**config.mk**
```make
export PLATFORM = sky130hd
export DESIGN_NAME = boxds_div13
export DESIGN_NICKNAME = d
export VERILOG_FILES = /design/src/rtl/boxds_pkg.sv /design/src/rtl/boxds_div13.sv
export SDC_FILE = /design/constraint.sdc
export NUM_CORES = 1
export LEC_CHECK = 0
export BUFFER_PORTS_ARGS = -buffer_cell sky130_fd_sc_hd__buf_2
export CORE_UTILIZATION = 54
export DETAILED_ROUTE_END_ITERATION = 10
export PLACE_DENSITY = 0.8
export SLEW_MARGIN = 10
export SYNTH_ARGS = -nofsm -noshare
export SYNTH_HDL_FRONTEND = slang
export SYNTH_SLANG_ARGS = --single-unit
```
**constraint.sdc**
```tcl
create_clock -name clk -period 3.3 [get_ports clk]
set_input_delay 0.825 -clock clk [delete_from_list [all_inputs] [get_ports clk]]
set_output_delay 0.825 -clock clk [all_outputs]
set_load 0.01 [all_outputs]
```
**src/rtl/boxds_pkg.sv**
```systemverilog
`default_nettype none
package boxds_pkg;

  localparam int LINE_W = 4096;
  localparam int IDX_W  = $clog2(LINE_W);
  localparam int DIM_W  = 13;
  localparam int EDGE_W = 14;
  localparam int REM_W  = 14;
  localparam int SUM_W  = 40;
  localparam int ASUM_W = 32;
  localparam int CNT_W  = 25;
  localparam int PIX_W  = 8;
  localparam int ADDR_W = 5;
  localparam int DATA_W = 32;

  localparam logic [2:0] REG_SRC_W   = 3'd0;
  localparam logic [2:0] REG_SRC_H   = 3'd1;
  localparam logic [2:0] REG_TGT_W   = 3'd2;
  localparam logic [2:0] REG_TGT_H   = 3'd3;
  localparam logic [2:0] REG_A_MODE  = 3'd4;

  localparam logic [1:0] CH_RED   = 2'd0;
  localparam logic [1:0] CH_GREEN = 2'd1;
  localparam logic [1:0] CH_BLUE  = 2'd2;
  localparam logic [1:0] CH_ALPHA = 2'd3;

  typedef struct packed {
    logic [SUM_W-1:0]  r;
    logic [SUM_W-1:0]  g;
    logic [SUM_W-1:0]  b;
    logic [ASUM_W-1:0] a;
    logic [CNT_W-1:0]  n;
  } acc_t;

  localparam int WORD_W = $bits(acc_t);

  typedef enum logic [2:0] {
    ST_CLEAR,
    ST_IDLE,
    ST_UPD,
    ST_EMIT,
    ST_DIV,
    ST_PUSH
  } ctl_state_t;

  typedef struct packed {
    logic [EDGE_W-1:0]       edge_pos;
    logic signed [REM_W-1:0] rem;
  } edge_t;

  function automatic logic [DIM_W-1:0] clamp_dim(input logic [DIM_W-1:0] v);
    logic [DIM_W-1:0] res;
    res = v;
    if (v == '0) res = DIM_W'(1);
    else if (v > DIM_W'(LINE_W)) res = DIM_W'(LINE_W);
    return res;
  endfunction

  // start + q, plus one when the running remainder goes positive
  function automatic edge_t next_edge(input logic [EDGE_W-1:0] start,
                                      input logic [DIM_W-1:0] q,
                                      input logic [DIM_W-1:0] r,
                                      input logic [DIM_W-1:0] dst,
                                      input logic signed [REM_W-1:0] rem);
    edge_t res;
    logic signed [REM_W-1:0] s;
    s = rem + $signed({1'b0, r});
    res.edge_pos = start + EDGE_W'(q);
    res.rem = s;
    if (s > 0) begin
      res.edge_pos = res.edge_pos + EDGE_W'(1);
      res.rem = s - $signed({1'b0, dst});
    end
    return res;
  endfunction

  function automatic logic signed [REM_W-1:0] neg_half(input logic [DIM_W-1:0] d);
    return -$signed({2'b00, d[DIM_W-1:1]});
  endfunction

endpackage
`default_nettype wire

```
**src/rtl/boxds_div13.sv**
```systemverilog
`default_nettype none
module boxds_div13 (
  input  wire logic                          clk,
  input  wire logic                          rst,
  input  wire logic                          start,
  input  wire logic [boxds_pkg::DIM_W-1:0]   num,
  input  wire logic [boxds_pkg::DIM_W-1:0]   den,
  output logic      [boxds_pkg::DIM_W-1:0]   quo,
  output logic      [boxds_pkg::DIM_W-1:0]   rem,
  output logic                               busy
);
  import boxds_pkg::*;

  logic [DIM_W-1:0] den_q;
  logic [3:0]       step;
  logic [DIM_W:0]   trial;
  logic             ge;

  assign trial = {rem, quo[DIM_W-1]};
  assign ge    = trial >= {1'b0, den_q};

  always_ff @(posedge clk) begin
    if (rst) begin
      busy <= 1'b0;
      step <= '0;
    end else if (start) begin
      busy <= 1'b1;
      step <= 4'(DIM_W);
    end else if (busy) begin
      step <= step - 4'd1;
      if (step == 4'd1) busy <= 1'b0;
    end
  end

  always_ff @(posedge clk) begin
    if (start) begin
      quo   <= num;
      rem   <= '0;
      den_q <= den;
    end else if (busy) begin
      quo <= {quo[DIM_W-2:0], ge};
      rem <= ge ? DIM_W'(trial - {1'b0, den_q}) : DIM_W'(trial);
    end
  end
endmodule
`default_nettype wire

```
==> run_results.csv <==
group,metric,value,unit
status,status,"complete, no violations",
synthesis,avgSynthCellArea,10.37,um^2
sta,slew_viol_final,0,
sta,setup_violations,0,
synthesis,async_flop_share,0,%
routing,firstDrtPassIters,6,
finish,postLayoutCellArea,2909,um^2
sta,period_minus_slack,2.864,ns
sta,fmax,0.3492,GHz
sta,fin_setup_tns,0,ns
clock_tree,cts_hold_buf,0,
critical_path,path_class,"flip-flop to flip-flop",
synthesis,synth_edf_count,26,
critical_path,critPathCaptureType,"flip-flop",
grt,grt_pass1_vias,1931,
floorplan,core-area,4384,um^2
sta,hold_viol,0,
synthesis,ys_seq_elements,44,
grt,track_usage,21.82,%
clock_tree,numCtsBuffers,5,
synthesis,yosysUniqueCellTypes,45,
routing,remaining_drc_errors,0,
finish,antennaDiodeCount,0,
floorplan,initial_core_util,56.31,%
routing,wl,5089,um
grt,antenna_found_initial,0,
finish,nFillCells,351,
critical_path,path_cells,"inv_1 -> ha_1 -> inv_1 -> fa_1 -> a21o_1 -> a311o_1 -> a211oi_2 -> o21ai_1 -> buf_4 -> mux2i_1 -> a211oi_1",
pwr,p_leak,1.273,nW
pwr,power_per_cell_area,513.0,nW/um^2
critical_path,cp.required,3.51,ns
sta,period_share,86.79,%
routing,vias,1990,
synthesis,yosysWarningCount,0,
floorplan,dieArea,4846,um^2
finish,nNetsFinal,340,
clock_tree,clock-root-buffer,"clkbuf_8",
pwr,peakVddDrop,0.3250,mV
synthesis,ys_seq_area_share,46.22,%
routing,wl_per_cell,14.62,um
routing,vias_per_cell,5.718,
sta,worst_slew_pin_slew,0.5018,ns
floorplan,io_pins,56,
finish,drive_gt1_share,31.42,%
worst_hold_path,worst_hold_path_type,"flip-flop to flip-flop",
finish,mostFrequentLayoutCell,"buf_2",
placement,hpwl,3699,um
finish,area_delta_synth_final,17.84,%
critical_path,arrival,3.07,ns
critical_path,start_kind,"flip-flop",
clock_tree,postCtsSetupRepairBufs,0,
sta,fin_skew,0.01037,ns
critical_path,crit_family,"compound AO/OA/AOI/OAI gates",
routing,drtIter0Drc,136,
clock_tree,clk_path_buf_depth,2,
clock_tree,clk-insertion-delay-late,0.30,ns
critical_path,slowest_delay,0.41,ns
critical_path,path_buf_inv,3,
critical_path,cp_slowest_cell,"edfxtp_1",
placement,place.port_buffers,55,
synthesis,synth_top_flop_cell,"edfxtp_1",
sta,slew_headroom,66.33,%
synthesis,synth_nets,283,
sta,timing.final.ws_setup,0.4361,ns
sta,rsz0062_at_grt,"false",
synthesis,netlist_instances,238,
floorplan,rows,24,
grt,grt_start_max_net_pins,25,
routing,antenna_left,0,
floorplan,fp.dieH,69.61,um
placement,post_dp_cell_area,2786,um^2
clock_tree,cts.repair.resized,0,
critical_path,crit_path_max_fanout,7,
grt,grt-ovfl-total,0,
clock_tree,cts.sinks,44,
synthesis,syn_area,2469,um^2
floorplan,fp.dieW,69.61,um
run,cap_violations,0,
finish,layout_common_cells,"buf_2 (55), nor2_1 (27), edfxtp_1 (26), nand2_1 (24), inv_1 (23)",
grt,grt_first_pass_wirelength,8418,um
clock_tree,cts_max_level,2,
critical_path,cpMostUsedCell,"inv_1",
placement,gp_congestion,0.8582,
clock_tree,clk_pin_slew_worst_paths,0.09,ns
placement,dp_slack,0.5135,ns
clock_tree,cts_tree,"built",
-- sequential cells by signal (all words and copies together) (netlist names) --
name,count
rem,13
step,4
den_q,13
quo,13
busy,1
-- cells in the mapped netlist, drive strengths merged (2+ instances only) --
| cell | number | area share (%) |
|---|---|---|
| a21o | 3 | 0.91 |
| a2111oi | 2 | 0.71 |
| ha | 15 | 7.6 |
| a311oi | 7 | 3.8 |
| o211ai | 3 | 0.91 |
| mux2 | 14 | 6.4 |
| a211oi | 5 | 1.7 |
| nor4 | 2 | 0.76 |
| nand3 | 6 | 1.4 |
| a311o | 3 | 1.2 |
| nand4 | 2 | 0.51 |
| clkbuf | 5 | 0.76 |
| mux2i | 2 | 0.81 |
| xor2 | 6 | 2.1 |
| edfxtp | 26 | 32 |
| buf | 5 | 1.7 |
| xnor2 | 5 | 1.8 |
| inv | 23 | 3.5 |
| nor2 | 27 | 4.1 |
| o21ai | 6 | 1.2 |
| nand2 | 24 | 3.6 |
| nand2b | 2 | 0.51 |
| o22ai | 2 | 0.51 |
| a21oi | 11 | 2.2 |
| dfxtp | 18 | 15 |
-- kinds of logic after synthesis --
group,after synthesis,share of synthesized area (%)
AO/OA/AOI/OAI,52,16.68
XOR/XNOR,11,3.903
adder cells (fa/ha/maj),16,8.414
buffers and inverters,33,5.930
flip-flops,44,46.22
multiplexers,16,7.197
AND/OR/NAND/NOR,66,11.66
-- metrics by stage --
step / total power, W / std cells / hold slack [ns] / util, %
after floorplan: 0.0009677 / 238 / 0.4684 / -
after global placement: 0.001063 / 340 / 0.4876 / 63.56
after detailed placement: 0.001073 / 340 / 0.4911 / 63.56
after CTS: 0.001500 / 348 / 0.5176 / 66.35
after global routing: 0.001566 / 348 / 0.5479 / 66.35
final: 0.001492 / 348 / 0.5112 / 66.35
-- where the power goes --
group	internal, W	switching, W
combinational	0.000170	0.000224
sequential	0.000639	0.0000362
clock	0.000242	0.000181
-- per-layer routing --
layer  part of all wire, %  global-route usage (%)
met1                    45                   28.67
met2                    49                   36.25
met3                   5.0                   4.506
met4                   1.3                   6.889
met5                     0                       0
-- worst min-delay path, stage by stage, from the launching register on --
cell and delay [ns]:
dfxtp_1 0.33, nor2_1 0.08, a2111oi_0 0.06
-- path summary, 6_finish.rpt --
kind | from | to | slack, ns | depth (start not counted)
max | quo[12] | rem[6] | 0.44 | 11
min | step[1] | step[1] | 0.51 | 2
max reg2reg | quo[12] | rem[6] | 0.44 | 11
min reg2reg | step[1] | step[1] | 0.51 | 2
-- final cells by class --
cell class	count	area (um^2)	share of cell area, %
Sequential cell	44	1141	39.23
Timing Repair Buffer	60	312.8	10.75
Clock buffer	8	122.6	4.215
Multi-Input combinational cell	161	1181	40.60
Inverter	23	86.33	2.968
Tap cell	52	65.06	2.237
Power figures use the tool's default switching activity.
