--- src/rtl/boxds_ram.sv ---
`default_nettype none
module boxds_ram #(
  parameter int WIDTH = 8,
  parameter int DEPTH = 16
) (
  input  wire logic                     clk,
  input  wire logic                     we,
  input  wire logic [$clog2(DEPTH)-1:0] waddr,
  input  wire logic [WIDTH-1:0]         wdata,
  input  wire logic [$clog2(DEPTH)-1:0] raddr,
  output logic      [WIDTH-1:0]         rdata
);
  logic [WIDTH-1:0] mem [DEPTH];

  always_ff @(posedge clk) begin
    if (we) mem[waddr] <= wdata;
    rdata <= mem[raddr];
  end
endmodule
`default_nettype wire

--- config.mk ---
export PLATFORM = sky130hd
export DESIGN_NAME = boxds_ram
export DESIGN_NICKNAME = d
export VERILOG_FILES = /design/src/rtl/boxds_ram.sv
export SDC_FILE = /design/constraint.sdc
export NUM_CORES = 1
export LEC_CHECK = 0
export ABC_CLOCK_PERIOD_IN_PS = 4700
export BUFFER_PORTS_ARGS = -buffer_cell sky130_fd_sc_hd__buf_2
export CORE_MARGIN = 1.5
export CORE_UTILIZATION = 51
export DETAILED_ROUTE_END_ITERATION = 12
export GPL_TIMING_DRIVEN = 0
export PLACE_DENSITY_LB_ADDON = 0.1
export SLEW_MARGIN = 15
export SYNTH_ARGS = -nofsm -noshare
export SYNTH_HDL_FRONTEND = slang
export SYNTH_SLANG_ARGS = --single-unit
--- constraint.sdc ---
create_clock -name clk -period 4.7 [get_ports clk]
set_clock_uncertainty 0.2 [all_clocks]
set_input_delay 0.47 -clock clk [delete_from_list [all_inputs] [get_ports clk]]
set_output_delay 0.47 -clock clk [all_outputs]
set_load 0.01 [all_outputs]
==> results.sh, run 1 <==
export IMPL_max_freq_ghz=0.554
export IMPL_p_leak_nw=2.03
export IMPL_antenna_found_initial=0
export IMPL_gp_congestion=0.910
export IMPL_cts_buffers=17
export IMPL_cp_arrival_ps=1730
export IMPL_post_route_period_util_pct=38.4
export IMPL_max_cap_viol_count=0
export IMPL_rsz0062_at_grt="no"
export IMPL_io_buffers=24
export IMPL_die_w_um=103
export IMPL_ios=26
export IMPL_clk_pin_slew_worst_paths_ps=60
export IMPL_drc=0
export IMPL_grt_pass1_vias=2390
export IMPL_critical_path_required_ps=4630
export IMPL_grt_pass1_wl_um=14500
export IMPL_ir_worst_vdd_v=0.000296
export IMPL_slew_viol_final=0
export IMPL_track_usage_pct=20.5
export IMPL_clockBufferDepth=2
export IMPL_synth_top_cell_by_area="edfxtp_1"
export IMPL_cts_sinks=136
export IMPL_h_tree_depth=4
export IMPL_start_util_pct=52.7
export IMPL_cp_end_kind="register"
export IMPL_n_antenna_cell=0
export IMPL_ys_seq_area_share_pct=77.8
export IMPL_tns_ps=0
export IMPL_via_per_inst=5.69
export IMPL_die_height_um=103
export IMPL_utilization_pct=61.9
export IMPL_p_total_mw=2.82
export IMPL_cts_hold_buf=0
export IMPL_worstRegToRegCells=3
export IMPL_min_period_ps=1800
export IMPL_grt_max_degree=17
export IMPL_crit_fanout=8
export IMPL_hold_path_class="in2reg"
export IMPL_firstDrtPassIters=5
export IMPL_syn_avg_cell_area_um2=22.5
export IMPL_slew_headroom_pct=43.9
export IMPL_syn_nets=247
export IMPL_finalHoldViolCount=0
export IMPL_cts_root_buf="clkbuf_8"
export IMPL_tightest_slew_ps=838
export IMPL_routed_via_count=2373
export IMPL_syn_inst=229
export IMPL_layout_drive_gt1_share_pct=30.6
export IMPL_status="completed"
export IMPL_ys_types=19
export IMPL_overflow=0
export IMPL_post_cts_buffers=0
export IMPL_drtIter0Drc=182
export IMPL_drtAntennaViolNets=0
export IMPL_rows=36
export IMPL_worst_skew_pair_late_latency_ps=510
export IMPL_final_net_count=290
export IMPL_synth_top_area_share_pct=74.7
export IMPL_worstHoldPathCells=1
export IMPL_layout_commonest_cell="edfxtp_1"
export IMPL_cp_start_kind="primary input"
export IMPL_power_density_mw_per_mm2=466
export IMPL_fill_cells=693
export IMPL_finalSetupViolCount=0
export IMPL_layout_common_cells="edfxtp_1, buf_2, mux4_2"
export IMPL_netlist_area_mm2=0.00515
export IMPL_cts_tree="built"
export IMPL_cts_resized=0
export IMPL_dp_hpwl_um=6140
export IMPL_area_growth_pct=17.6
export IMPL_core_area_mm2=0.00977
export IMPL_yosys_warnings=0
export IMPL_wl_um=9760
export IMPL_netlist_top_cells_area="edfxtp_1, mux4_2, mux4_1"
export IMPL_synth_seq_cells=136
export IMPL_critPathKind="in2reg"
export IMPL_dieArea_mm2=0.0107
export IMPL_wire_per_inst_um=23.4
cell type report:
cell class	count	area [µm²]	area share [%]
Clock inverter	13	180	2.98
Tap cell	133	166	2.75
Clock buffer	18	418	6.91
Buffer	10	86.3	1.43
Sequential cell	136	4000	66.2
Timing Repair Buffer	24	120	1.98
Multi-Input combinational cell	83	1080	17.8
kinds of logic (layout without fill, tap and decap cells):
group | after synthesis | in the layout | synth area share [%]
simple gates | 35 | 35 | 3.18
flops | 136 | 136 | 77.8
buf+inv | 10 | 65 | 1.68
compound gates | 16 | 16 | 2.33
mux | 32 | 32 | 15.0
path summary, 6_finish.rpt:
path,from,end,slack (ps)
setup / recovery,waddr[2],mem[2][3],2900
hold / removal,wdata[6],mem[13][6],160
setup reg to reg,mem[9][4],rdata[4],2980
hold reg to reg,mem[14][3],rdata[3],470
Yosys cell counts:
library cell / count
edfxtp_1: 128
mux4_2: 18
a22oi_1: 16
mux4_1: 14
nor2_1: 13
nand2_1: 9
dfxtp_1: 8
nor3_1: 4
buf_2: 3
buf_6: 3
clkdlybuf4s25_2: 3
nand2b_1: 2
nand3b_1: 2
and2_1: 1
and2b_1: 1
buf_4: 1
nand3_1: 1
nor2b_1: 1
or3b_2: 1
state kept, by name, summed over array words and instances, names as in the netlist:
| register | count |
|---|---|
| mem | 128 |
| rdata | 8 |
report_power, final:
part / switching (mW) / internal (mW) / leakage [nW]
registers: 0.00656 / 1.36 / 1.22
clock network: 0.472 / 0.855 / 0.286
logic: 0.0785 / 0.0539 / 0.520
total: 0.557 / 2.27 / 2.03
worst max-delay path, cell delays in order:
cell and delay, ps:
buf_2 130, or3b_2 520, nor2_1 610
metrics by stage:
step,hold slack [ps],area [µm²],instances,setup slack [ps]
CTS,151,6050,417,2860
detailed placement,471,5450,386,2340
floorplan,369,5150,229,2540
finish,164,6050,417,2900
global placement,463,5430,386,1950
global route,155,6050,417,2810
per-layer routing:
| metal | routed length (µm) | GRT usage, % | vias up |
|---|---|---|---|
| li1 | - | - | 1060 |
| met1 | 3890 | 27.5 | 1207 |
| met2 | 4940 | 31.9 | 99 |
| met3 | 855 | 6.52 | 7 |
| met4 | 70 | 7.48 | 0 |
| met5 | 0 | 0 | - |
Note: power is estimated with default switching activity, not from simulation.
==> inputs of run 2 (changes only) <==
Settings changed: ABC_CLOCK_PERIOD_IN_PS 4700 to 1680.
Clock period 4.7 ns to 1.68 ns, I/O delays scaled along.
==> run 2 against run 1 <==
  * Clock power grew to 2.8 times the previous value
  * Global-route usage hardly changed
  * Non-clock buffer count is 12 higher
  * Worst hold slack worse by 150 ps
  * Worst setup slack worse by 2800 ps
  * Critical path depth stayed put
  * Largest power group unchanged
  * Highest routed layer unchanged
==> results.sh, run 2 (synthesis results as in run 1) <==
export IMPL_status="completed"
export IMPL_wl_um=9790
export IMPL_ir_worst_vdd_v=0.000716
export IMPL_tns_ps=0
export IMPL_firstDrtPassIters=4
export IMPL_die_w_um=103
export IMPL_dieArea_mm2=0.0107
export IMPL_max_cap_viol_count=0
export IMPL_largest_reg_flops=128
export IMPL_wl_met3_um=581
export IMPL_worstHoldPathCells=2
export IMPL_antenna_found_initial=0
export IMPL_grt_max_degree=17
export IMPL_min_period_ps=1620
export IMPL_drc=0
export IMPL_final_cell_area_mm2=0.00620
export IMPL_slew_viol_final=0
export IMPL_overflow=0
export IMPL_maxUsedRoutingLayer="met4"
export IMPL_drtIter0Drc=188
export IMPL_track_usage_pct=20.4
export IMPL_clk_pin_slew_worst_paths_ps=60
export IMPL_cts_sinks=136
export IMPL_ios=26
export IMPL_core_area_mm2=0.00977
export IMPL_cp_start_kind="register"
export IMPL_reg_largest_list="mem: 128 flops, rdata: 8 flops"
export IMPL_worst_skew_pair_late_latency_ps=490
export IMPL_cp_end_kind="register"
export IMPL_critPathKind="reg2reg"
export IMPL_wl_met1_um=4390
export IMPL_placed_cell_area_mm2=0.00545
export IMPL_tightest_slew_ps=858
export IMPL_fill_cells=682
export IMPL_final_net_count=302
export IMPL_layout_commonest_cell="edfxtp_1"
export IMPL_grt_pass1_wl_um=14500
export IMPL_p_leak_nw=2.10
export IMPL_slew_headroom_pct=42.6
export IMPL_drtAntennaViolNets=0
export IMPL_largest_register="mem"
export IMPL_finalSetupViolCount=0
export IMPL_finalHoldViolCount=0
export IMPL_via_per_inst=5.62
export IMPL_power_density_mw_per_mm2=1280
export IMPL_utilization_pct=63.4
export IMPL_route_met2_wl_um=4740
export IMPL_wire_per_inst_um=22.8
export IMPL_post_route_period_util_pct=96.2
export IMPL_hold_ws_ps=9.87
export IMPL_critical_path_required_ps=1850
export IMPL_cp_arrival_ps=1790
export IMPL_rsz0062_at_grt="no"
export IMPL_n_antenna_cell=0
export IMPL_routed_via_count=2416
export IMPL_grt_pass1_vias=2357
export IMPL_layout_common_cells="edfxtp_1, buf_2, mux4_2"
export IMPL_max_freq_ghz=0.619
export IMPL_post_cts_buffers=0
export IMPL_layout_drive_gt1_share_pct=27.9
export IMPL_clockBufferDepth=2
export IMPL_hold_path_class="in2reg"
export IMPL_die_height_um=103
export IMPL_io_buffers=24
export IMPL_h_tree_depth=4
export IMPL_gp_congestion=0.739
export IMPL_crit_fanout=1
export IMPL_worstRegToRegCells=3
export IMPL_start_util_pct=52.7
export IMPL_area_growth_pct=20.4
export IMPL_dp_hpwl_um=6080
export IMPL_rows=36
export IMPL_cts_buffers=17
export IMPL_cts_root_buf="clkbuf_8"
export IMPL_cts_tree="built"
run 2: cell types whose count changed in the layout (fill, tap and decap cells not counted), sizes merged:
cell,before,now
dlygate4sd3,0,12
clkbuf,18,23
clkinvlp,3,0
clkinv,6,5
run 2: per-layer routing:
metal / up-vias / GRT usage (%)
met5: - / 0
met3: 6 / 4.77
met4: 0 / 7.38
met1: 1246 / 30.7
li1: 1082 / -
met2: 82 / 29.7
run 2: repair_timing:
item | CTS | global route
resized for setup | 0 | 3
hold buffers | 11 | 1
endpoints found under the hold margin | 153 | 8
setup endpoints to repair | 0 | 13
run 2: path summary, 6_finish.rpt:
kind              start    endpoint  slack [ps]
max           mem[5][0]    rdata[0]          60
min            waddr[1]  mem[12][1]          10
max reg2reg   mem[5][0]    rdata[0]          60
min reg2reg  mem[14][0]    rdata[0]         490
run 2: cell type report:
cell class / instances / area (µm²) / area share [%]
flip-flops and latches: 136 / 4000 / 64.6
multi-input cells: 83 / 1100 / 17.7
clock buffers: 23 / 457 / 7.37
repair buffers: 36 / 240 / 3.88
well taps: 133 / 166 / 2.69
clock inverters: 9 / 146 / 2.36
plain buffers: 10 / 86.3 / 1.39
run 2: stage by stage:
step           instances  setup WS, ps  power, mW
2_1_floorplan        229          45.9       4.08
3_3_place_gp         386          -485       4.25
3_5_place_dp         386          -402       4.26
4_1_cts              429          3.25       7.96
5_1_grt              430          45.5       8.16
6_report             430          63.3       7.92
run 2: power breakdown:
group	internal, mW	switching (mW)	total [mW]	leakage [nW]
clock	2.48	1.23	3.71	0.295
combinational	0.170	0.228	0.398	0.578
sequential	3.80	0.0167	3.81	1.22
run 2: critical path, cell delays in order, from the launching register on:
cell and delay (ps):
edfxtp_1 350, mux4_1 530, a22oi_1 310, nand2_1 100
==> inputs of run 3 (changes only) <==
Settings changed: CORE_UTILIZATION 51 to 30, SETUP_SLACK_MARGIN set to 0.5.
==> run 3 against run 2 <==
  * Die area rose by 68%
  * Sequential share of layout area shrank 5.1 points
  * Register-to-register slack improved by 110 ps
  * Final cell count is 23% higher
  * Final area increased by 8.8%
  * Utilization fell by 23 points
  * Critical path depth stayed put
  * Routed wire length increased by 16%
  * Non-clock buffer count up 11
  * Count of clock-buffer cells in the layout fell by 5
  * Sequential cell count unchanged
  * Sequential power hardly changed
  * Largest power group is now the clock network
  * Highest routed layer unchanged
==> results.sh, run 3 (synthesis results as in run 1) <==
export IMPL_rows=47
export IMPL_max_cap_viol_count=0
export IMPL_power_density_mw_per_mm2=1230
export IMPL_placed_cells=473
export IMPL_r2r_start="mem[3][3]"
export IMPL_grt_max_degree=17
export IMPL_cp_arrival_ps=1590
export IMPL_fill_cells=1525
export IMPL_clockBufferDepth=2
export IMPL_grt_busiest_layer="met2"
export IMPL_clk_pin_slew_worst_paths_ps=60
export IMPL_placed_cell_area_mm2=0.00565
export IMPL_hold_path_class="in2reg"
export IMPL_n_antenna_cell=0
export IMPL_cp_end_kind="register"
export IMPL_utilization_pct=40.4
export IMPL_largest_register="mem"
export IMPL_cp_start_kind="register"
export IMPL_crit_fanout=1
export IMPL_dp_hpwl_um=7090
export IMPL_cts_tree="built"
export IMPL_antenna_found_initial=0
export IMPL_grt_pass1_wl_um=17200
export IMPL_final_cells=528
export IMPL_wire_per_inst_um=21.5
export IMPL_critical_path_required_ps=1770
export IMPL_cts_sinks=136
export IMPL_largest_reg_flops=128
export IMPL_slew_headroom_pct=30.1
export IMPL_final_net_count=313
export IMPL_core_area_mm2=0.0167
export IMPL_drc=0
export IMPL_grt_pass1_vias=2623
export IMPL_routed_via_count=2461
export IMPL_reg_largest_list="mem: 128 flops, rdata: 8 flops"
export IMPL_cts_root_buf="clkbuf_16"
export IMPL_via_per_inst=4.66
export IMPL_status="completed"
export IMPL_drtIter0Drc=167
export IMPL_min_period_ps=1500
export IMPL_max_freq_ghz=0.666
export IMPL_die_height_um=134
export IMPL_hp_start="raddr[1]"
export IMPL_io_buffers=24
export IMPL_p_leak_nw=2.19
export IMPL_track_usage_pct=14.0
export IMPL_layout_common_cells="edfxtp_1, mux4_2, buf_2"
export IMPL_die_w_um=134
export IMPL_gp_congestion=0.646
export IMPL_finalHoldViolCount=0
export IMPL_startpoint="mem[3][3]"
export IMPL_met2_usage_pct=20.4
export IMPL_critPathKind="reg2reg"
export IMPL_overflow=0
export IMPL_ir_worst_vdd_v=0.000692
export IMPL_firstDrtPassIters=4
export IMPL_final_cell_area_mm2=0.00674
export IMPL_cts_buffers=17
export IMPL_worst_skew_pair_late_latency_ps=420
export IMPL_ios=26
export IMPL_slew_viol_final=0
export IMPL_grt_met1_usage_pct=19.8
export IMPL_h_tree_depth=4
export IMPL_tightest_slew_ps=1040
export IMPL_grtUsageMet3_pct=4.23
export IMPL_layout_commonest_cell="edfxtp_1"
export IMPL_dieArea_mm2=0.0180
export IMPL_layout_drive_gt1_share_pct=46.4
export IMPL_post_route_period_util_pct=89.4
export IMPL_wl_um=11400
export IMPL_p_total_mw=8.31
export IMPL_finalSetupViolCount=0
export IMPL_rsz0062_at_grt="yes"
export IMPL_drtAntennaViolNets=0
export IMPL_area_growth_pct=31.0
export IMPL_start_util_pct=30.8
-- run 3: cell count changes in the layout (fill, tap and decap cells not counted), moves of 5 or more --
cell	change
a22oi_2	+6
buf_2	-5
nor2_4	+12
dfxtp_1	-5
dfxtp_2	+5
mux4_1	-13
nor2_1	-12
a22oi_1	-6
mux4_2	+13
buf_12	+16
-- run 3: critical path, stage by stage, from the launching register on --
cell	delay [ps]
edfxtp_1	350
mux4_2	480
a22oi_2	220
nand2_1	120
-- run 3: what timing repair did --
| item | CTS | global route |
|---|---|---|
| buffers inserted | 10 | 5 |
| hold endpoints to repair | 128 | 0 |
| gates resized for setup | 13 | 9 |
| pin swaps | 10 | 5 |
| hold buffers | 8 | 0 |
| setup endpoints to repair | 88 | 64 |
-- run 3: power breakdown --
part / switching (mW) / internal (mW) / leakage, nW / total, mW
clock network: 1.36 / 2.65 / 0.315 / 4.01
logic: 0.258 / 0.222 / 0.655 / 0.480
registers: 0.0218 / 3.80 / 1.22 / 3.82
-- run 3: worst paths after layout --
kind	endpoint	slack (ps)	depth (start not counted)
max	rdata[3]	180	3
min	rdata[0]	50	4
max reg2reg	rdata[3]	180	3
min reg2reg	rdata[2]	490	3
-- run 3: final cells by class --
cell class              count  area [µm²]  area share (%)
plain buffers              10         120            1.78
clock buffers              18         439            6.51
clock inverters            14         204            3.03
multi-input cells          83        1190            17.6
flip-flops and latches    136        4010            59.5
well taps                 220         275            4.08
repair buffers             47         507            7.52
-- run 3: routing by layer --
metal,up-vias,wire [µm]
met1,1297,5420
met3,10,473
met5,-,0
met2,57,5350
met4,0,131
li1,1097,-
-- run 3: per-stage QoR --
| step | hold WS, ps | setup slack (ps) | setup TNS (ps) |
|---|---|---|---|
| global placement | 363 | -243 | -10740 |
| CTS | 24.4 | 161 | 0 |
| finish | 45.3 | 178 | 0 |
| floorplan | 66.9 | 209 | 0 |
| detailed placement | 364 | -219 | -10080 |
| global route | 63.0 | 126 | 0 |
