File: src/rtl/boxds_pkg.sv
`default_nettype none
package boxds_pkg;

  localparam int LINE_W = 4096;
  localparam int IDX_W  = $clog2(LINE_W);
  localparam int DIM_W  = 13;
  localparam int EDGE_W = 14;
  localparam int REM_W  = 14;
  localparam int SUM_W  = 40;
  localparam int ASUM_W = 32;
  localparam int CNT_W  = 25;
  localparam int PIX_W  = 8;
  localparam int ADDR_W = 5;
  localparam int DATA_W = 32;

  localparam logic [2:0] REG_SRC_W   = 3'd0;
  localparam logic [2:0] REG_SRC_H   = 3'd1;
  localparam logic [2:0] REG_TGT_W   = 3'd2;
  localparam logic [2:0] REG_TGT_H   = 3'd3;
  localparam logic [2:0] REG_A_MODE  = 3'd4;

  localparam logic [1:0] CH_RED   = 2'd0;
  localparam logic [1:0] CH_GREEN = 2'd1;
  localparam logic [1:0] CH_BLUE  = 2'd2;
  localparam logic [1:0] CH_ALPHA = 2'd3;

  typedef struct packed {
    logic [SUM_W-1:0]  r;
    logic [SUM_W-1:0]  g;
    logic [SUM_W-1:0]  b;
    logic [ASUM_W-1:0] a;
    logic [CNT_W-1:0]  n;
  } acc_t;

  localparam int WORD_W = $bits(acc_t);

  typedef enum logic [2:0] {
    ST_CLEAR,
    ST_IDLE,
    ST_UPD,
    ST_EMIT,
    ST_DIV,
    ST_PUSH
  } ctl_state_t;

  typedef struct packed {
    logic [EDGE_W-1:0]       edge_pos;
    logic signed [REM_W-1:0] rem;
  } edge_t;

  function automatic logic [DIM_W-1:0] clamp_dim(input logic [DIM_W-1:0] v);
    logic [DIM_W-1:0] res;
    res = v;
    if (v == '0) res = DIM_W'(1);
    else if (v > DIM_W'(LINE_W)) res = DIM_W'(LINE_W);
    return res;
  endfunction

  // start + q, plus one when the running remainder goes positive
  function automatic edge_t next_edge(input logic [EDGE_W-1:0] start,
                                      input logic [DIM_W-1:0] q,
                                      input logic [DIM_W-1:0] r,
                                      input logic [DIM_W-1:0] dst,
                                      input logic signed [REM_W-1:0] rem);
    edge_t res;
    logic signed [REM_W-1:0] s;
    s = rem + $signed({1'b0, r});
    res.edge_pos = start + EDGE_W'(q);
    res.rem = s;
    if (s > 0) begin
      res.edge_pos = res.edge_pos + EDGE_W'(1);
      res.rem = s - $signed({1'b0, dst});
    end
    return res;
  endfunction

  function automatic logic signed [REM_W-1:0] neg_half(input logic [DIM_W-1:0] d);
    return -$signed({2'b00, d[DIM_W-1:1]});
  endfunction

endpackage
`default_nettype wire

File: src/rtl/boxds_avgdiv.sv
`default_nettype none
module boxds_avgdiv (
  input  wire logic                          clk,
  input  wire logic                          rst,
  input  wire logic                          start,
  input  wire logic [boxds_pkg::SUM_W-1:0]   num,
  input  wire logic [boxds_pkg::ASUM_W-1:0]  den,
  output logic      [boxds_pkg::PIX_W-1:0]   quo,
  output logic                               done
);
  import boxds_pkg::*;

  localparam int SH_W = ASUM_W + PIX_W - 1;

  logic [SUM_W-1:0]  rem;
  logic [SH_W-1:0]   dsh;
  logic [ASUM_W-1:0] den_q;
  logic [3:0]        step;
  logic              sat;
  logic              ge;

  // quotient above 255 saturates
  assign sat = {{(ASUM_W+PIX_W-SUM_W){1'b0}}, rem} >= {den_q, {PIX_W{1'b0}}};
  assign ge  = {{(SH_W+1-SUM_W){1'b0}}, rem} >= {1'b0, dsh};

  always_ff @(posedge clk) begin
    if (rst) begin
      step <= '0;
      done <= 1'b0;
    end else begin
      done <= 1'b0;
      if (start) begin
        step <= 4'(PIX_W + 1);
      end else if (step == 4'(PIX_W + 1)) begin
        if (sat) begin
          step <= '0;
          done <= 1'b1;
        end else begin
          step <= step - 4'd1;
        end
      end else if (step != '0) begin
        step <= step - 4'd1;
        if (step == 4'd1) done <= 1'b1;
      end
    end
  end

  always_ff @(posedge clk) begin
    if (start) begin
      rem   <= num;
      den_q <= den;
      dsh   <= {den, {(PIX_W-1){1'b0}}};
      quo   <= '0;
    end else if (step == 4'(PIX_W + 1)) begin
      if (sat) quo <= '1;
    end else if (step != '0) begin
      quo <= {quo[PIX_W-2:0], ge};
      if (ge) rem <= rem - SUM_W'(dsh);
      dsh <= dsh >> 1;
    end
  end
endmodule
`default_nettype wire

File: config.mk
export PLATFORM = sky130hd
export DESIGN_NAME = boxds_avgdiv
export DESIGN_NICKNAME = d
export VERILOG_FILES = /design/src/rtl/boxds_pkg.sv /design/src/rtl/boxds_avgdiv.sv
export SDC_FILE = /design/constraint.sdc
export NUM_CORES = 1
export LEC_CHECK = 0
export BUFFER_PORTS_ARGS = -buffer_cell sky130_fd_sc_hd__buf_2
export CAP_MARGIN = 15
export CORE_MARGIN = 4
export CORE_UTILIZATION = 30
export CTS_CLUSTER_DIAMETER = 80
export DETAILED_ROUTE_END_ITERATION = 8
export PLACE_DENSITY = 0.55
export SLEW_MARGIN = 20
export SYNTH_ARGS = -nofsm -noshare
export SYNTH_HDL_FRONTEND = slang
export SYNTH_SLANG_ARGS = --single-unit
File: constraint.sdc
create_clock -name clk -period 11.9 [get_ports clk]
set_input_delay 2.38 -clock clk [delete_from_list [all_inputs] [get_ports clk]]
set_output_delay 2.38 -clock clk [all_outputs]
set_load 0.005 [all_outputs]
==> impl_metrics.yaml, run 1 <==
status:
  outcome: "finished, final reports clean"
logic_synthesis:
  synth-edff-count: 104
  async_flop_share: 0
  ys.flop_type: "edfxtp_1"
  synth_seq_cells: 124
  synthesis.nets: 1002
  syn_area_mm2: 0.00800
  synth.avg_cell_area_um2: 9.38
  syn_inst: 853
  seq_area_frac_synth: 0.440
  yosysUniqueCellTypes: 64
  synth_warnings: 0
routing:
  dr.pass1.iters: 5
  via_per_inst: 4.98
  drc: 0
  vias: 6303
  detail-route-antenna-nets: 0
  drtIter0Drc: 484
  routedWlPerCell_um: 16.1
  wirelength_um: 20400
floorplanning:
  row_count: 59
  fp.coreArea_mm2: 0.0261
  die_w_um: 171
  die_area_mm2: 0.0293
  start_util: 0.306
  die_h_um: 171
  top_level_ports: 84
timing:
  max_freq_mhz: 234
  relSlewSlack: 0.360
  finalSetupTns_ns: 0
  worst_pin_slew_ns: 0.953
  timing.hold.ws_ns: 0.467
  rsz0062_at_grt: "false"
  post-route-period-util: 0.360
  setup_violations: 0
  fin_crit_ns: 4.28
  maxSlewViolCount: 0
  hold_violations: 0
  finalClockSkew_ns: 0.0110
placement:
  place_inst: 1233
  numPortBuffers: 83
  place_hpwl_um: 15000
  gp_congestion: 0.811
worst_setup_path:
  cp_data_arrival_time_ns: 4.33
  worstSetupStartpointType: "input port"
  endpoint_kind: "flip-flop"
  crit_path_cell_trace: "buf_6, inv_1, nand2_1, a21boi_4, buf_4"
  crit_fanout: 103
  critPathMaxStageDelay_ns: 0.51
  ff2ff_path_depth: 7
  critPathRequiredTime_ns: 11.95
  path_class: "in -> reg"
  cp_slowest_cell: "buf_4"
clocking:
  ctsHoldBuffers: 0
  tritoncts: "done"
  clockBufferDepth: 2
  cts_buffers: 17
  insertion_delay_ns: 0.42
  cts.htree.levels: 4
  cts_sinks: 124
  postCtsResizedCells: 0
  clkTransAtPathRegs_ns: 0.06
  post-cts-setup-buffer-count: 0
  cts_root_buffer: "clkbuf_16"
hold_path:
  hold_depth: 2
  hp-class: "reg -> reg"
final_layout:
  antenna_cells: 0
  final_cells: 1265
  drive_gt1_frac: 0.151
  syn_to_final_growth_pct: 16.4
  nNetsFinal: 1066
grt:
  overflow: 0
  grt_max_degree: 104
  grt.total_usage: 0.141
  grt_pass1_vias: 6248
  grt_pass1_wl_um: 32600
  antenna_found_initial: 0
pwr:
  cellPowerDensity_mw_per_mm2: 256
  finalPower_mw: 2.38
  leakagePower_nw: 3.94
  ir_worst_vdd_mv: 0.0949
job:
  drv_cap: 0
## final timing paths
path	start	endpoint	slack (ns)
hold reg to reg	dsh[5]	dsh[5]	0.47
hold / removal	dsh[5]	dsh[5]	0.47
setup reg to reg	rem[39]	quo[0]	8.17
setup / recovery	start	rem[21]	7.62
## report_power, final
part | internal, mW | switching, mW | leakage (nW)
Clock | 0.320 | 0.201 | 0.301
Sequential | 0.627 | 0.0654 | 1.23
Combinational | 0.471 | 0.700 | 2.41
## layout by cell type, fill, tap and decap left out, types with 6 or more instances in the layout
cell type  count
nand2_1      132
edfxtp_1     104
inv_1         86
buf_2         82
ha_1          73
a21oi_1       60
o21ai_0       55
o31ai_1       34
nor2_1        29
a21o_1        29
dfxtp_1       20
xnor2_1       19
clkbuf_16     19
nand4_1       17
nand3_1       14
a31oi_1       14
xor2_1        11
nor3_1         9
and3_1         8
o21a_1         6
nor2b_1        6
## state kept, by name, summed over array words and instances (netlist names)
| signal | count |
|---|---|
| den_q | 32 |
| done | 1 |
| dsh | 39 |
| quo | 8 |
| rem | 40 |
| step | 4 |
## cells by family (layout without fill, tap and decap cells)
| group | count (synthesis) | count (layout) | synth area share |
|---|---|---|---|
| AND/OR/NAND/NOR | 246 | 246 | 0.143 |
| buffers and inverters | 128 | 205 | 0.0624 |
| adder cells (fa/ha/maj) | 74 | 74 | 0.117 |
| flip-flops | 124 | 124 | 0.440 |
| AO/OA/AOI/OAI | 250 | 250 | 0.204 |
| XOR/XNOR | 30 | 30 | 0.0328 |
| multiplexers | 1 | 1 | 0.00141 |
## layout make-up
| cell class | instances | area [um^2] |
|---|---|---|
| Multi-Input combinational cell | 601 | 4000 |
| Fill cell | 2755 | 16800 |
| Timing Repair Buffer | 87 | 452 |
| Clock inverter | 7 | 46.3 |
| Inverter | 86 | 323 |
| Clock buffer | 25 | 548 |
| Tap cell | 335 | 419 |
| Sequential cell | 124 | 3520 |
## worst max-delay path: cells and delay by family
family	cells	cell delay, ns
AND/OR/NAND/NOR	1	0.19
buffers and inverters	3	1.42
AO/OA/AOI/OAI	1	0.18
## layer usage
metal  vias to the layer above  wire length [um]  global-route usage  share of wire
li1                       3229                 -                   -              -
met1                      2932             10100               0.199           0.50
met2                       123              9210               0.219           0.45
met3                        19               768              0.0292          0.038
met4                         0               263              0.0406          0.013
met5                         -                 0                   0              0
## synth_stat cells (3+ instances only)
master     instances  area, um^2
o21a_1             6        45.0
buf_1              5        18.8
inv_1             86         323
edfxtp_1         104        3120
o21bai_1           4        30.0
o21ai_0           55         275
xnor2_1           19         166
o2111ai_1          4        35.0
a21oi_1           61         305
nand2b_1           4        25.0
o31ai_1           34         255
a211oi_1           3        22.5
nor2b_1            6        37.5
nor3_1             9        45.0
nand3_1           14        70.1
nand4_1           17         106
or4_1              3        22.5
o21ai_1            5        25.0
a21o_1            29         218
ha_1              73         913
and3_1             8        50.1
nor2_1            29         109
and2_1             4        25.0
xor2_1            11        96.3
nor4_1             4        25.0
dfxtp_1           20         400
or3_1              4        25.0
o211ai_1           5        37.5
a31oi_1           14        87.6
nand2_1          132         495
or2_2              5        31.3
clkbuf_1          34         128
## through the flow
stage	utilization	worst slack [ns]	instance area [um^2]
floorplan	-	5.00	8000
global placement	0.334	7.28	8720
detailed placement	0.334	7.22	8720
CTS	0.356	7.67	9310
global route	0.356	7.51	9310
finish	0.356	7.62	9310
Power figures use the tool's default switching activity.
==> inputs of run 2 (changes only) <==
Settings changed: ABC_AREA set to 1, PLACE_DENSITY 0.55 to 0.57.
Clock period 11.9 ns to 3.9 ns, I/O delays scaled along.
==> impl_metrics.yaml, run 2 <==
worst_setup_path:
  cp_data_arrival_time_ns: 2.71
  critPathRequiredTime_ns: 4.05
  endpoint_kind: "flip-flop"
  path_class: "reg -> reg"
  crit_path_cell_trace: "inv_1, ha_1, inv_1, fa_1, nand2_1, nand2_1, nand2_1, inv_2, nand2_2, nand2_2, nand3_1, nand4_1, nand2_1, nand2_1, buf_4"
  cp_slowest_cell: "fa_1"
  path_common_cell: "nand2_1"
  critPathMaxStageDelay_ns: 0.43
  worstSetupStartpointType: "flip-flop"
  cp_num_buf_inv: 4
  cp_top_family: "simple AND/OR/NAND/NOR gates"
  crit_fanout: 21
logic_synthesis:
  synth_compound_gate_area_share: 0.127
  synth_top_family_by_area: "simple AND/OR/NAND/NOR gates"
  yosys-top-cells-count: "352 x nand2_1, 155 x inv_1, 104 x edfxtp_1"
  syn_area_mm2: 0.00858
  synthXorXnorAreaFrac: 0.00511
  async_flop_share: 0
  synth_simple_gate_area_frac: 0.267
  synth.avg_cell_area_um2: 7.69
  synth-edff-count: 104
  synth_seq_cells: 124
  syn_inst: 1116
  synth.most_common_cell: "nand2_1"
  synth_fa_ha_area_frac: 0.109
  ys.flop_type: "edfxtp_1"
  yosysTopAreaCellShare: 0.364
  yosys.area.top_type: "edfxtp_1"
  netlist_top_cells_area: "edfxtp_1 36%, nand2_1 15%, ha_1 11%"
  seq_area_frac_synth: 0.411
  synthMuxAreaShare: 0.00117
  yosysUniqueCellTypes: 40
  synthesis.nets: 1265
  synth_warnings: 0
pwr:
  comb_power_share: 0.547
  cellPowerDensity_mw_per_mm2: 810
  p_clk_frac: 0.185
  ir_worst_vdd_mv: 0.294
  p_switching_mw: 3.66
  sequentialPowerShare: 0.268
  power.share.switching: 0.452
  p_int_mw: 4.44
  leakagePower_nw: 4.75
timing:
  finalClockSkew_ns: 0.0141
  hold_violations: 0
  rsz0062_at_grt: "false"
  finalSetupTns_ns: 0
  maxSlewViolCount: 0
  relSlewSlack: 0.506
  fin_crit_ns: 2.57
  worst_pin_slew_ns: 0.741
  max_freq_mhz: 389
  setup_violations: 0
  post-route-period-util: 0.659
routing:
  drtIter0Drc: 543
  vias: 7447
  via_per_inst: 4.67
  detail-route-antenna-nets: 0
  routedWlPerCell_um: 14.8
  dr.pass1.iters: 5
  wirelength_um: 23600
  drc: 0
placement:
  place_hpwl_um: 18500
  numPortBuffers: 83
  gp_congestion: 0.886
final_layout:
  antenna_cells: 0
  nNetsFinal: 1353
  n_fill_cell: 3045
  multi_input_area_mm2: 0.00437
  syn_to_final_growth_pct: 16.5
  top_regs: "rem (40), dsh (39), den_q (32)"
  mostFrequentLayoutCells: "352 x nand2_1, 155 x inv_1, 104 x edfxtp_1"
  largest_reg_flops: 40
  final-seq-area_mm2: 0.00352
  top_register: "rem"
  layout.cells.most_common: "nand2_1"
  fin_util: 0.357
  drive_gt1_frac: 0.120
clocking:
  post-cts-setup-buffer-count: 0
  clkTransAtPathRegs_ns: 0.06
  clockBufferDepth: 2
  cts_root_buffer: "clkbuf_16"
  cts_buffers: 17
  postCtsResizedCells: 0
  ctsHoldBuffers: 0
  cts.htree.levels: 4
  tritoncts: "done"
  cts_sinks: 124
  insertion_delay_ns: 0.42
floorplanning:
  start_util: 0.306
  die_w_um: 177
  fp.coreArea_mm2: 0.0280
  top_level_ports: 84
  row_count: 61
  die_area_mm2: 0.0314
  die_h_um: 177
grt:
  grt.total_usage: 0.152
  grt_max_degree: 70
  grt_pass1_wl_um: 37800
  grt_pass1_vias: 7304
  antenna_found_initial: 1
  overflow: 0
job:
  drv_cap: 0
hold_path:
  hp-class: "reg -> reg"
status:
  outcome: "finished, final reports clean"
run 2: power groups by stage:
stage / clock [mW] / combinational, mW / sequential [mW]
global route: 1.59 / 5.04 / 2.21
floorplan: 0 / 3.27 / 2.13
CTS: 1.54 / 4.44 / 2.17
finish: 1.50 / 4.43 / 2.17
detailed placement: 0 / 4.41 / 2.19
global placement: 0 / 4.36 / 2.18
run 2: per-stage QoR:
stage	power [mW]	setup WS (ns)	cells	cell area [um^2]	hold slack, ns
global route	8.84	1.08	1594	9990	0.524
finish	8.09	1.33	1594	9990	0.480
CTS	8.15	1.31	1594	9990	0.488
floorplan	5.40	1.04	1116	8580	0.444
global placement	6.54	1.28	1563	9450	0.477
detailed placement	6.60	1.21	1563	9450	0.478
run 2: cells by family (layout without fill, tap and decap cells):
family                   after synthesis  count (layout)
buffers and inverters                180             280
multiplexers                           1               1
flip-flops                           124             124
XOR/XNOR                               5               5
AND/OR/NAND/NOR                      546             546
adder cells (fa/ha/maj)               74              74
AO/OA/AOI/OAI                        186             186
run 2: worst paths after layout:
kind,from,endpoint,slack (ns),cells after the start
worst max-delay path,rem[0],rem[16],1.33,15
worst min-delay path,dsh[2],dsh[2],0.48,2
worst max register to register,rem[0],rem[16],1.33,15
worst min register to register,dsh[2],dsh[2],0.48,2
run 2: layer usage:
metal / GRT usage / part of all wire / vias up
met5: 0 / 0.00085 / -
met4: 0.0458 / 0.016 / 2
met3: 0.0280 / 0.040 / 26
met2: 0.241 / 0.45 / 152
met1: 0.211 / 0.49 / 3382
li1: - / - / 3885
run 2: final cells by class:
| type | instances | share of cell area |
|---|---|---|
| Sequential cell | 124 | 0.353 |
| Clock inverter | 11 | 0.0103 |
| Timing Repair Buffer | 92 | 0.0498 |
| Tap cell | 378 | 0.0473 |
| Clock buffer | 20 | 0.0437 |
| Multi-Input combinational cell | 812 | 0.437 |
| Inverter | 157 | 0.0590 |
run 2: worst min-delay path: cells and delay by family (launching register included):
| kind | cells | cell delay (ns) |
|---|---|---|
| AOI/OAI and AO/OA | 1 | 0.06 |
| buffers and inverters | 1 | 0.07 |
| DFF | 1 | 0.30 |
==> inputs of run 3 (changes only) <==
Settings changed: PLACE_DENSITY 0.57 to 0.55.
Clock period 3.9 ns to 2.6 ns, I/O delays scaled along.
==> impl_metrics.yaml, run 3 (synthesis gave the netlist of run 2 again) <==
status:
  outcome: "finished, final reports clean"
worst_setup_path:
  rr_endpoint: "rem[24]"
  endpoint_kind: "flip-flop"
  crit_fanout: 5
  cp_data_arrival_time_ns: 2.61
  r2r_slack_ns: 0.17
  ff2ff_path_depth: 16
  worstSetupStartpointType: "flip-flop"
  reg2reg_from: "rem[0]"
  critPathRequiredTime_ns: 2.78
  path_class: "reg -> reg"
pwr:
  power.share.switching: 0.449
  p_switching_mw: 5.62
  p_int_mw: 6.91
  p_clk_frac: 0.187
  sequentialPowerShare: 0.259
  leakagePower_nw: 4.85
  ir_worst_vdd_mv: 0.594
  cellPowerDensity_mw_per_mm2: 1230
  comb_power_share: 0.554
timing:
  postLayoutSetupSlackWorst_ns: 0.170
  maxSlewViolCount: 0
  relSlewSlack: 0.562
  worst_pin_slew_ns: 0.656
  max_freq_mhz: 412
  setup_violations: 0
  hold_violations: 0
  fin_crit_ns: 2.43
  post-route-period-util: 0.935
  finalClockSkew_ns: 0.0122
floorplanning:
  die_area_mm2: 0.0314
  die_h_um: 177
  row_count: 61
  start_util: 0.306
  fp.coreArea_mm2: 0.0280
  die_w_um: 177
  top_level_ports: 84
placement:
  numPortBuffers: 83
  place_inst: 1574
  place_hpwl_um: 19000
  gp_congestion: 0.887
  pre_cts_slack_ns: 0.0964
grt:
  grt_max_degree: 124
  overflow: 0
  grt_pass1_wl_um: 39100
  antenna_found_initial: 0
  grt_pass1_vias: 7614
  grt.total_usage: 0.158
final_layout:
  largest_reg_flops: 40
  layout.cells.most_common: "nand2_1"
  syn_to_final_growth_pct: 18.5
  top_register: "rem"
  drive_gt1_frac: 0.134
  mostFrequentLayoutCells: "350 x nand2_1, 154 x inv_1, 104 x edfxtp_1"
  antenna_cells: 0
  top_regs: "rem (40), dsh (39), den_q (32)"
  nNetsFinal: 1366
  final_cells: 1606
  fin_util: 0.363
clocking:
  clockBufferDepth: 2
  tritoncts: "done"
  cts.htree.levels: 4
  insertion_delay_ns: 0.43
  cts_buffers: 17
  cts_root_buffer: "clkbuf_16"
  clkTransAtPathRegs_ns: 0.06
  cts_sinks: 124
routing:
  top_layer: "met4"
  met2_length_um: 11000
  wl_met1_um: 12100
  detail-route-antenna-nets: 0
  routedWlPerCell_um: 15.2
  wirelength_um: 24500
  dr.pass1.iters: 5
  via_per_inst: 4.75
  vias: 7625
  drc: 0
  met3_length_um: 1080
  drtIter0Drc: 545
hold_path:
  hp-start: "den[20]"
  min_to: "den_q[20]"
  hp-class: "in -> reg"
  hold_depth: 1
job:
  drv_cap: 0
run 3: per-layer routing:
metal | up-vias | global-route usage
met5 | - | 0
met4 | 0 | 0.0416
met3 | 24 | 0.0312
met2 | 159 | 0.254
met1 | 3532 | 0.219
li1 | 3910 | -
run 3: worst max path at each step:
stage / from / to / depth (start not counted)
6_report: rem[0] / rem[24] / 16
5_1_grt: rem[0] / rem[20] / 17
4_1_cts: rem[0] / rem[32] / 16
3_5_place_dp: rem[0] / rem[32] / 16
3_3_place_gp: rem[0] / rem[32] / 16
2_1_floorplan: rem[0] / rem[0] / 14
run 3: cell type report:
cell class	instances	area, um^2
fill	3009	17800
multi-input combinational	812	4380
sequential	124	3520
timing repair buffer	105	638
inverter	157	589
tap	378	473
clock buffer	19	433
clock inverter	11	128
run 3: stage by stage:
step | power (mW) | setup TNS (ns) | hold WS [ns] | cell area [um^2]
6_report | 12.5 | 0 | 0.281 | 10200
5_1_grt | 13.7 | -0.0194 | 0.268 | 10200
4_1_cts | 12.5 | 0 | 0.265 | 10100
3_5_place_dp | 10.1 | 0 | 0.469 | 9560
3_3_place_gp | 10.1 | 0 | 0.477 | 9560
2_1_floorplan | 8.10 | 0 | 0.444 | 8580
run 3: worst max-delay path, stage by stage (launching register included):
cell,delay [ns]
edfxtp_1,0.39
inv_1,0.08
ha_1,0.20
inv_2,0.08
fa_2,0.37
nand2_1,0.09
nand2_1,0.07
nand2_1,0.08
inv_2,0.06
nand2_2,0.05
nand2_2,0.08
nand3_1,0.09
nand3_2,0.14
nand2_1,0.16
nand3b_1,0.09
nand3_1,0.10
nand2_1,0.06
run 3: what timing repair did:
item                                    in CTS  in global routing
hold buffers                                 0                  0
buffers inserted                             0                  1
endpoints found under the setup margin       0                 45
resized for setup                            0                  6
endpoints found under the hold margin        0                  0
run 3: power groups by stage:
| stage | Combinational (mW) | Clock [mW] | Sequential, mW |
|---|---|---|---|
| 3_5_place_dp | 6.84 | 0 | 3.27 |
| 4_1_cts | 6.89 | 2.40 | 3.24 |
| 3_3_place_gp | 6.79 | 0 | 3.26 |
| 6_report | 6.94 | 2.35 | 3.24 |
| 2_1_floorplan | 4.91 | 0 | 3.19 |
| 5_1_grt | 7.89 | 2.48 | 3.31 |
